$ cat src/rtl/core/lge_ram.sv
// lge_ram: generic single-write, single-read RAM with registered read data.
// No dependencies.
module lge_ram #(
	parameter int WIDTH = 64,
	parameter int DEPTH = 64,
	localparam int AW = (DEPTH > 1) ? $clog2(DEPTH) : 1
) (
	input  logic             clk,
	input  logic             we,
	input  logic [AW-1:0]    waddr,
	input  logic [WIDTH-1:0] wdata,
	input  logic [AW-1:0]    raddr,
	output logic [WIDTH-1:0] rdata
);

	logic [WIDTH-1:0] mem [DEPTH];

	always_ff @(posedge clk) begin
		if (we) begin
			mem[waddr] <= wdata;
		end
		rdata <= mem[raddr];
	end

endmodule

$ cat config.mk
export PLATFORM = sky130hd
export DESIGN_NAME = lge_ram
export DESIGN_NICKNAME = d
export VERILOG_FILES = /design/src/rtl/core/lge_ram.sv
export SDC_FILE = /design/constraint.sdc
export NUM_CORES = 2
export LEC_CHECK = 0
export BUFFER_PORTS_ARGS = -buffer_cell sky130_fd_sc_hd__buf_4
export CAP_MARGIN = 20
export CELL_PAD_IN_SITES_DETAIL_PLACEMENT = 1
export CELL_PAD_IN_SITES_GLOBAL_PLACEMENT = 2
export CORE_ASPECT_RATIO = 1.4
export CORE_MARGIN = 4
export CORE_UTILIZATION = 51
export DETAILED_ROUTE_END_ITERATION = 6
export PLACE_DENSITY_LB_ADDON = 0.1
export SYNTH_ARGS = -nofsm -noshare
export SYNTH_HDL_FRONTEND = slang
export SYNTH_SLANG_ARGS = --single-unit
$ cat constraint.sdc
create_clock -name clk -period 9.1 [get_ports clk]
set_input_delay 1.365 -clock clk [delete_from_list [all_inputs] [get_ports clk]]
set_output_delay 1.365 -clock clk [all_outputs]
set_load 0.005 [all_outputs]
-- Yosys cells after proc, flatten, opt, wreduce, memory -nomap -nowiden
Memories as Yosys holds them, arrays and structs flattened. A register that Yosys moved wholly into a read port is not among the register bits.
Cells that the tools add are included.
- bits in registers: 0
- bits in writable memories: 4096
- bits of input ports: 78
- output and inout port bits: 64
- logic and storage cells: 3
- memories: 1
- memory list (memory ; depth ; width ; read ports ; clocked after Yosys merged registers in ; wr ports ; RTL line ; source):
    mem ; 64 ; 64 ; 1 ; 1 ; 1 ; 16 ; logic [WIDTH-1:0] mem [DEPTH];
- muxes and demuxes: 2
- operators with widths (kind ; count):
    1-bit two-way mux ; 2

-- Depth between registers and ports, before layout
- depth in word-level cells: 2
- gate-level depth with buffers: 9
- gate-level depth less buffers: 5

-- Worst setup path after synthesis
OpenSTA, ideal clock, no wires.
- path type: in2reg
- from: input waddr[3]
- to: memory mem[48][0] (enable)
- setup time: 0.564 ns
- arrival time: 6.237 ns
- required time: 8.536 ns
- setup slack: 2.299 ns
- cell stages on the path: 4
- path buffers: 1
- path through: clkbuf_1 nor2b_1 nand4b_1 nor3_1
- RTL lines (what ; RTL line ; source):
    start: declaration ; 10 ; input logic [AW-1:0] waddr,
    end: declaration ; 16 ;
Straight into the memory's write port.

==> summary.md <==
| Metric | Value |
|---|---|
| Slowest CP cell | `and2_4` |
| Max clock buf depth | `4` |
| CTS Buf Count | `roughly 390` |
| Max cap viols | `0` |
| Worst r2r dst | `rdata[45]` |
| Pint | `between 30000 and 40000 uW` |
| Worst setup margin | `4.84 ns` |
| H-tree levels | `5` |
| Post-route ant nets | `0` |
| # Post-CTS Setup Buffers | `0` |
| Flop pwr share | `approximately 54%` |
| Crit path required time | `around 9.8 ns` |
| Final wirelength | `approximately 460000 um` |
| Area of the mapped netlist | `~0.16 sq mm` |
| I/O pins | `142` |
| Net switching power | `8260 uW` |
| Final #Nets | `around 7000` |
| Fmax | `~230 MHz` |
| CP arrival | `5.01 ns` |
| CP max stage delay | `roughly 0.75 ns` |
| Vias in the first global route | `between 70000 and 80000` |
| Hold Fails Final Rpt | `0` |
| Final min period | `~4.3 ns` |
| CTS Hold Buffers Added | `0` |
| Yosys warning total | `0` |
| PD cells | `226 mW/mm^2` |
| First-pass iteration count of the detailed router | `5` |
| Power share of the combinational group | `around 4.6%` |
| Vias per inst | `around 6.7` |
| Initial antenna violation count | `25` |
| Relative slew slack | `between 20% and 30%` |
| Worst Setup Start Kind | `primary input` |
| Proportion of layout cells with a drive suffix above 1 | `between 20% and 30%` |
| Detailed-route via count | `~76000` |
| Wire length per cell | `between 40 and 50 um` |
| Clock latency on the worst-skew pair | `0.92 ns` |
| Largest net degree at the start of global routing | `roughly 120` |
| Final setup violation count | `0` |
| R2R cell count | `5` |
| Clk pwr share | `41.9%` |
| Post-CTS Resized | `0` |
| Crit path max fanout | `between 80 and 90` |
| Avg Cell Area, Syn | `23.7 sq um` |
| Static Leak | `approximately 0.055 uW` |
| Peak supply drop | `0.000194 V` |
| DP Worst Slack | `just under 4 ns` |
| Drt initial violations | `around 9500` |
| Outcome | `finished clean` |
| Detailed-route DRC error count | `0` |
| Skew final | `0.0519 ns` |
| IO buf count | `~140` |
| Register area share after synthesis | `between 70% and 80%` |
| Row count | `240` |
| Seq cells post-synth | `around 4200` |
| Critical setup path kind | `in2reg` |
| Clock sinks | `~4200` |
| Syn_nets | `between 6000 and 7000` |
| Tcrit/Tclk final | `46.8%` |
| Unrepaired setup endpoints after global routing | `false` |
| Die W | `between 400 and 500 um` |
| Max Slew Vio Count | `0` |
| Gpl congestion | `between 0.7 and 0.8` |
| Setup_tns | `0 ns` |
| Starting Density | `between 50% and 60%` |
| Most used cell, CP | `buf_12` |
| Mapped Cells | `6598` |
| Switch share | `20.8%` |
| First-pass GRT wire length | `~650000 um` |
| Worst Hold Class | `reg2reg` |
| Clock slew at reported path FFs | `0.06 ns` |
| CTS Root Cell | `clkbuf_16` |
| Worst Max-Slew Pin Slew | `1.16 ns` |
| Grt ovf | `0` |
| Post-DP HPWL | `roughly 240000 um` |
| TritonCTS clock tree | `yes` |
| DIE AREA | `0.316 sq mm` |
| Synth cell types | `33` |
| CP cell instances | `buf_8 -> buf_12 -> and2_4 -> buf_12 -> a22oi_1 -> and3_1 -> a211oi_1` |
| P&R area growth vs syn | `12.7%` |
| Worst R2R Start | `mem[50][45]` |
| R2R Setup Slk | `~7 ns` |
| GR Util All Layers | `a little under 30%` |
| Die Ht | `663 um` |
| Core Area | `~0.31 sq mm` |
| Setup crit start | `raddr[2]` |
| Crit end category | `register` |
| Critical path destination | `rdata[6]` |
## Yosys cell counts
library cell | count | area [sq um]
nand3b_1 | 2 | 15.0
buf_6 | 6 | 67.6
buf_4 | 34 | 255
buf_1 | 20 | 75.1
and3_1 | 64 | 400
inv_1 | 19 | 71.3
a31oi_1 | 18 | 113
or3b_2 | 1 | 8.76
and2_1 | 3 | 18.8
nor3_1 | 2 | 10.0
or2_2 | 28 | 175
a22o_1 | 88 | 771
edfxtp_1 | 4096 | 123000
o22ai_1 | 83 | 519
mux2i_1 | 135 | 1350
buf_2 | 170 | 851
nand2b_1 | 11 | 68.8
a211oi_1 | 63 | 473
a41oi_1 | 26 | 228
nor2b_1 | 28 | 175
a31o_1 | 1 | 8.76
nand4_1 | 2 | 12.5
nor2_1 | 112 | 420
a22oi_1 | 168 | 1260
o221ai_1 | 38 | 333
clkbuf_1 | 140 | 526
nand2_1 | 58 | 218
nand3_1 | 45 | 225
a2bb2oi_1 | 19 | 166
mux4_2 | 1024 | 23100
dfxtp_1 | 64 | 1280
or3_1 | 29 | 181
nand4b_1 | 1 | 8.76
## routing by layer
layer / up-vias / GRT usage, % / share of wire, %
met5: - / 0 / 0.013
met2: 3461 / 50.2 / 51
li1: 29200 / - / -
met1: 42500 / 41.0 / 38
met4: 10 / 8.70 / 3.3
met3: 737 / 4.07 / 7.2
## per-stage QoR
step           cell area (sq um)  std cells  power (uW)  hold slack [ns]  utilization [%]
2_1_floorplan             156000       6598       22700            0.788                -
3_3_place_gp              163000      10600       23500            0.818             53.5
3_5_place_dp              163000      10600       23600            0.841             53.5
4_1_cts                   176000      11300       40000            0.855             57.7
5_1_grt                   176000      11300       41000            0.894             57.7
6_report                  176000      11300       39700            0.856             57.7
## state kept, by name, summed over array words and instances (netlist names)
register and count:
rdata 64, mem 4096
## critical path: cells and delay by family
family          cells  cell delay [ns]
compound gates      2             0.77
buf+inv             3             1.36
simple gates        2             0.98
## power groups by stage
stage / sequential [uW] / combinational [uW] / clock [uW]
finish: 21300 / 1820 / 16600
global route: 21300 / 1930 / 17700
CTS: 21300 / 1840 / 16900
detailed placement: 21700 / 1840 / 0
global placement: 21700 / 1800 / 0
floorplan: 21700 / 988 / 0
## how the worst min path moves through the flow
stage	cells after the start	slack, ns	start	endpoint
detailed placement	4	0.84	mem[62][10]	rdata[10]
finish	4	0.86	mem[63][10]	rdata[10]
global placement	4	0.82	mem[63][63]	rdata[63]
CTS	4	0.86	mem[62][10]	rdata[10]
floorplan	4	0.79	mem[30][61]	rdata[61]
global route	4	0.89	mem[62][10]	rdata[10]
## layout make-up
class | instances | area (sq um)
Inverter | 19 | 71.3
Clock buffer | 527 | 10800
Multi-Input combinational cell | 2049 | 30800
Fill cell | 24600 | 129000
Sequential cell | 4160 | 124000
Clock inverter | 190 | 2070
Tap cell | 3993 | 5000
Timing Repair Buffer | 337 | 3090
Antenna cell | 10 | 25.0
## cells by family (layout without fill, tap and decap cells)
family | Yosys count | in the layout | share of synthesized area (%)
AO/OA/AOI/OAI | 504 | 504 | 2.48
buffers and inverters | 389 | 1073 | 1.18
flip-flops | 4160 | 4160 | 79.5
multiplexers | 1159 | 1159 | 15.6
other | 0 | 10 | 0
AND/OR/NAND/NOR | 386 | 386 | 1.24
## layout by cell type (no fill, tap or decap), types with 64 or more instances in the layout
master / count
o22ai_1: 83
and3_1: 64
mux4_2: 1024
edfxtp_1: 4096
mux2i_1: 135
nor2_4: 65
buf_4: 292
clkbuf_1: 91
clkbuf_16: 400
a22oi_1: 168
a22o_1: 88
dfxtp_1: 64
clkinv_1: 65
Power figures use the tool's default switching activity.
