$ cat src/rtl/core/lge_pkg.sv
// lge_pkg: shared types and constants of the life generation engine.
// Used by lge_lane, lge_row_update and life_generation_engine; no dependencies.
package lge_pkg;

	localparam int GRID_ROWS_DEF = 64;
	localparam int GRID_COLS_DEF = 64;
	localparam int ROW_BITS_W    = 64;
	localparam int CFG_W         = 7;
	localparam int CFG_RESET     = 64;

	localparam logic [1:0] FUNC_WR  = 2'd0;
	localparam logic [1:0] FUNC_RD  = 2'd1;
	localparam logic [1:0] FUNC_ADV = 2'd2;

	localparam logic CFG_ROWS = 1'b0;
	localparam logic CFG_COLS = 1'b1;

	// eight neighbors of one cell, old generation
	typedef struct packed {
		logic above_l;
		logic above_c;
		logic above_r;
		logic mid_l;
		logic mid_r;
		logic below_l;
		logic below_c;
		logic below_r;
	} nbr_t;

endpackage

$ cat src/rtl/core/lge_lane.sv
// lge_lane: next state of one cell under the Conway rule; an inactive cell keeps its state.
// Depends on lge_pkg.
module lge_lane (
	input  lge_pkg::nbr_t nbr,
	input  logic          alive,
	input  logic          active,
	output logic          next_cell
);

	logic [3:0] count;
	logic       rule;

	assign count = 4'($countones(nbr));
	assign rule  = alive ? (count == 4'd2 || count == 4'd3) : (count == 4'd3);
	assign next_cell = active ? rule : alive;

endmodule

$ cat src/rtl/core/lge_row_update.sv
// lge_row_update: one lane per column, wrap at the active column edge, row merge.
// Depends on lge_pkg and lge_lane.
module lge_row_update #(
	parameter int GRID_COLS = lge_pkg::GRID_COLS_DEF,
	localparam int COL_AW = (GRID_COLS > 1) ? $clog2(GRID_COLS) : 1
) (
	input  logic [GRID_COLS-1:0] above,
	input  logic [GRID_COLS-1:0] cur,
	input  logic [GRID_COLS-1:0] below,
	input  logic [COL_AW-1:0]    last_col,
	output logic [GRID_COLS-1:0] next_row
);

	logic wrap_above, wrap_cur, wrap_below;

	assign wrap_above = above[last_col];
	assign wrap_cur   = cur[last_col];
	assign wrap_below = below[last_col];

	for (genvar x = 0; x < GRID_COLS; x++) begin : g_lane
		lge_pkg::nbr_t nbr;
		logic          active;

		assign active  = (COL_AW'(x) <= last_col);

		if (x == 0) begin : g_left_wrap
			assign nbr.above_l = wrap_above;
			assign nbr.mid_l   = wrap_cur;
			assign nbr.below_l = wrap_below;
		end else begin : g_left
			assign nbr.above_l = above[x-1];
			assign nbr.mid_l   = cur[x-1];
			assign nbr.below_l = below[x-1];
		end

		if (x == GRID_COLS - 1) begin : g_right_wrap
			assign nbr.above_r = above[0];
			assign nbr.mid_r   = cur[0];
			assign nbr.below_r = below[0];
		end else begin : g_right
			logic is_last;

			assign is_last     = (COL_AW'(x) == last_col);
			assign nbr.above_r = is_last ? above[0] : above[x+1];
			assign nbr.mid_r   = is_last ? cur[0]   : cur[x+1];
			assign nbr.below_r = is_last ? below[0] : below[x+1];
		end

		assign nbr.above_c = above[x];
		assign nbr.below_c = below[x];

		lge_lane u_lane (
			.nbr       (nbr),
			.alive     (cur[x]),
			.active    (active),
			.next_cell (next_row[x])
		);
	end

endmodule

$ cat config.mk
export PLATFORM = sky130hd
export DESIGN_NAME = lge_row_update
export DESIGN_NICKNAME = d
export VERILOG_FILES = /design/src/rtl/core/lge_pkg.sv /design/src/rtl/core/lge_lane.sv /design/src/rtl/core/lge_row_update.sv
export SDC_FILE = /design/constraint.sdc
export NUM_CORES = 1
export LEC_CHECK = 0
export ABC_AREA = 1
export BUFFER_PORTS_ARGS = -buffer_cell sky130_fd_sc_hd__buf_2
export CORE_ASPECT_RATIO = 0.5
export CORE_UTILIZATION = 50
export DETAILED_ROUTE_END_ITERATION = 8
export PLACE_DENSITY = 0.81
export SLEW_MARGIN = 10
export SYNTH_ARGS = -nofsm -noshare
export SYNTH_HDL_FRONTEND = slang
export SYNTH_SLANG_ARGS = --single-unit
$ cat constraint.sdc
create_clock -name vclk -period 6.7
set_input_delay 1.34 -clock vclk [all_inputs]
set_output_delay 1.34 -clock vclk [all_outputs]
set_load 0.02 [all_outputs]
* Word-level counts from Yosys, hierarchy flattened *
Cells that the tools add are included.

storage, ports and cells
  register bits after elaboration = 0
  output and inout port bits = 64
  word-level logic and storage cells = 1091

operators by class
  reduce and logical (&&, ||, !) cells = 65
  add/sub/neg operators = 448
  equal/unequal tests = 190
  multiplexer cells = 323
  order comparisons = 65

operators with widths
  kind                                                                             number
  4-bit adder                                                                      192
  1-bit by 1-bit adder with 2-bit output                                           256
  4-bit by 2-bit == test with 1-bit output, second input constant                  128
  1-bit 2-to-1 mux                                                                 320
  6-bit less-or-equal comparator, first input constant                             32
  6-bit == test, first input constant                                              31
  5-bit by 6-bit == test with 1-bit output, first input constant                   16
  5-bit by 6-bit less-or-equal comparator with 1-bit output, first input constant  16
  1-bit logical OR                                                                 64
  4-bit by 6-bit == test with 1-bit output, first input constant                   8
  4-bit by 6-bit less-or-equal comparator with 1-bit output, first input constant  8
  3-bit by 6-bit == test with 1-bit output, first input constant                   4
  3-bit by 6-bit less-or-equal comparator with 1-bit output, first input constant  4
  1-bit binary-select mux with 6-bit select                                        3
  2-bit by 6-bit == test with 1-bit output, first input constant                   2
  1-bit by 6-bit less-or-equal comparator with 1-bit output, first input constant  2
  2-bit by 6-bit less-or-equal comparator with 1-bit output, first input constant  2
  6-bit by 7-bit less-than comparator with 1-bit output, second input constant     1
  1-bit by 6-bit == test with 1-bit output, first input constant                   1
  6-bit zero test                                                                  1

* Depth between registers and ports, before layout *
  depth in word-level cells = 9
  depth in mapped cells = 23
  depth with buffers taken out = 20

* Modules after synthesis *
A second synthesis with hierarchy kept.

unflattened totals
  cell total of the unflattened synthesis = 2927
  area total of the unflattened synthesis = 18265.0 um^2

by module, submodules not included
  module          cells an instance  area each (um^2)  times used  sequential area each (um^2)
  lge_lane        27                 207.7             64          0.0
  lge_row_update  1199               4972.3            1           0.0

* Least setup slack after synthesis *
Ideal clock, no wire load.

  path type = in2out
  start point = input port last_col[4]
  end point = output port next_row[10]
  data required time = 5.360 ns
  cell stages on the path = 18
  arrival time = 4.652 ns
  setup slack = 0.708 ns
  path through = buf_4 nor2_8 inv_1 buf_4 nor3_2 inv_1 o21ai_0 ha_1 inv_1 fa_1 inv_1 fa_1 ha_1 inv_1 fa_1 o2111ai_1 o21ai_0 buf_4

between the ends
  longest elaborated chain between the ends = 9

RTL lines
  element                                                       line                                                              RTL
  from (decl)                                                   lge_row_update.sv:10                                              input logic [COL_AW-1:0] last_col,
  4-bit by 6-bit == test with 1-bit output                      lge_row_update.sv:43                                              assign is_last = (COL_AW'(x) == last_col);
  1-bit 2-to-1 mux, on equally long branches                    lge_row_update.sv:46, lge_row_update.sv:44, lge_row_update.sv:45
  1-bit by 1-bit adder with 2-bit output (not written as such)  lge_lane.sv:13                                                    assign count = 4'($countones(nbr));
  4-bit adder (not written as such) (2 in a row)                lge_lane.sv:13
  4-bit by 2-bit == test with 1-bit output                      lge_lane.sv:14                                                    assign rule = alive ? (count == 4'd2 || count == 4'd3) : (count == 4'd3);
  1-bit logical OR                                              lge_lane.sv:14
  1-bit 2-to-1 mux                                              lge_lane.sv:14
  1-bit 2-to-1 mux (*)                                          lge_lane.sv:15                                                    assign next_cell = active ? rule : alive;
  to (decl)                                                     lge_row_update.sv:11                                              output logic [GRID_COLS-1:0] next_row

Every way passes the cells marked *; elsewhere a longest branch is shown, timed or not.

* Worst setup path in the final report *
  start point = input port last_col[3]
  end point = output port next_row[29]

between the ends
  longest elaborated chain between the ends = 9

RTL lines
  element                                                       line
  5-bit by 6-bit == test with 1-bit output                      lge_row_update.sv:43
  1-bit 2-to-1 mux, on equally long branches                    lge_row_update.sv:46, lge_row_update.sv:44, lge_row_update.sv:45
  1-bit by 1-bit adder with 2-bit output (not written as such)  lge_lane.sv:13
  4-bit adder (not written as such) (2 in a row)                lge_lane.sv:13
  4-bit by 2-bit == test with 1-bit output                      lge_lane.sv:14
  1-bit logical OR                                              lge_lane.sv:14
  1-bit 2-to-1 mux                                              lge_lane.sv:14
  1-bit 2-to-1 mux (*)                                          lge_lane.sv:15

Marked as above.

==> flow_summary.toml <==
[status]
run_status = "finished clean"

[timing]
fmax_mhz = 152
slew_viol_final = 0
finalHoldViolCount = 0
relSlewSlack = 0.629
hold_ws_ns = 3.07
setup_viol = 0
grt_setup_unrepaired = "true"
timing.final.crit_share = 0.981
fin_ws_ns = 0.124
worst_pin_slew_ns = 0.551
fin_crit_ns = 6.58

[worst_setup_path]
arrival_ns = 5.24
crit_fanout = 8
path_cells = "buf_2 > nand2_1 > nor2_1 > nand2_1 > o21ai_0 > ha_1 > inv_1 > fa_1 > inv_1 > fa_1 > ha_1 > inv_1 > fa_1 > nand3_1 > a32oi_1 > buf_2"
cp.buffers_inverters = 5
worstPathRequired_ns = 5.36
max_stage_delay_ns = 0.54
critical_path_class = "primary input to output pin"
endpoint_kind = "output pin"
critical-path-slowest-cell = "fa_1"
start_kind = "primary input"
critical-path-top-delay-family = "adder cells"

[yosys]
postSynthCellCount = 2827
synth_top_area_share = 0.266
synth_warnings = 0
ys_seq_area_frac = 0
syn-cell-area_um2 = 19300
yosys.cell_types.count = 33
synthTopCellsByArea = "fa_1 (27%), ha_1 (25%), inv_1 (16%)"
yosysMostFrequentCell = "inv_1"
yosysTopAreaCell = "fa_1"
avgSynthCellArea_um2 = 6.83
synth_nets = 3665
synth_common_cells = "inv_1 (837), nand2_1 (690), ha_1 (384)"

[job]
maxCapViolCount = 0

[layout]
layout.nets = 3865
area_growth_pct = 9.41
drive_above_1_share = 0.126
fill_cells = 3550
stdcell_area_um2 = 21100
seq_cells = 0
nClkBuffers = 0
seq_area_um2 = 0

[global_route]
antenna_found_initial = 6
grt_pass1_wl_um = 91800
globalRouteOverflowTotal = 0
grt_pass1_vias = 18411
grt_max_degree = 44
grt_use_total = 0.291

[place]
pre_cts_ws_ns = 0.0730
place_congestion = 1.02
placed_area_um2 = 21000
dpl.hpwl_um = 49300
portBuffers = 262

[floorplanning]
top_level_ports = 262
initial_core_util = 0.512
core_um2 = 37700
num_rows = 50
die_w_um = 280
die_area_um2 = 39400
die_h_um = 141

[routing]
wl_um = 57200
first_iter_violations = 1411
drt_pass1_iterations = 6
wl_per_cell_um = 16.1
vias_per_cell = 5.19
drc_errors = 0
dr_total_vias = 18427
ant_nets = 0

[worst_hold_path]
hold_path_class = "primary input to output pin"

[power]
powerDensity_nw_per_um2 = 110
vdd_drop_max_mv = 0.0623
p_leak_nw = 12.5
-- metal layers --
| layer | part of all wire | GRT usage | vias to the layer above |
|---|---|---|---|
| met4 | 0.049 | 0.127 | 2 |
| met3 | 0.085 | 0.0438 | 207 |
| met2 | 0.47 | 0.496 | 798 |
| li1 | - | - | 8820 |
| met1 | 0.40 | 0.368 | 8600 |
| met5 | 0.00023 | 0 | - |
-- layout make-up --
cell class         instances  area (um^2)  area share
inverters                847         3190       0.151
diodes                     5         12.5    0.000592
well taps                520          651      0.0308
multi-input cells       1852        15400       0.730
repair buffers           326         1860      0.0882
-- cell usage in the layout (no fill, tap or decap), drive strengths merged, types with 2 or more instances in the layout --
master	Yosys	layout
diode	0	5
nand3	95	95
o21ai	216	216
a21oi	42	42
fa	256	256
a22oi	16	16
o211ai	2	2
o2111ai	27	27
inv	846	844
clkbuf	32	2
nand2	694	694
a31oi	2	2
o31ai	2	2
a32oi	2	2
buf	96	324
clkinvlp	0	2
ha	384	384
nor2	104	104
nor3	8	8
-- metrics by stage --
stage                     setup TNS (ns)  utilization  power, mW  instances
after floorplan                        0            -       1.74       2827
after global placement                 0        0.556       2.18       3537
after global routing            -0.00245        0.560       2.70       3549
final                                  0        0.560       2.32       3550
after detailed placement               0        0.556       2.30       3537
after CTS                              0        0.556       2.32       3537
-- power breakdown --
| group | switching (mW) | internal, mW | leakage, nW |
|---|---|---|---|
| Sequential | 0 | 0 | 0 |
| Combinational | 1.41 | 0.915 | 12.5 |
| Clock | 0 | 0.0000000999 | 0.0000317 |
| Total | 1.41 | 0.915 | 12.5 |
-- tightest hold or removal path: cells and delay by family --
kind | cells | cell delay (ns)
AO/OA/AOI/OAI | 1 | 0.07
buffers and inverters | 3 | 0.32
-- timing repair --
| item | in CTS | in global routing |
|---|---|---|
| hold endpoints to repair | 0 | 0 |
| endpoints found under the setup margin | 0 | 27 |
| gates resized for setup | 0 | 31 |
| hold buffers | 0 | 0 |
| buffers inserted | 0 | 8 |
-- cells by family (layout without fill, tap and decap cells) --
family / count (synthesis) / after routing / synth area share
buf+inv: 975 / 1173 / 0.205
other cells: 0 / 5 / 0
fa+ha+maj: 640 / 640 / 0.514
compound gates: 311 / 311 / 0.0897
simple gates: 901 / 901 / 0.191
-- worst paths after layout --
path	startpoint	endpoint	slack, ns	depth (start not counted)
max	last_col[3]	next_row[29]	0.12	16
min	cur[48]	next_row[48]	3.07	4
(Power assumes the default switching activity.)
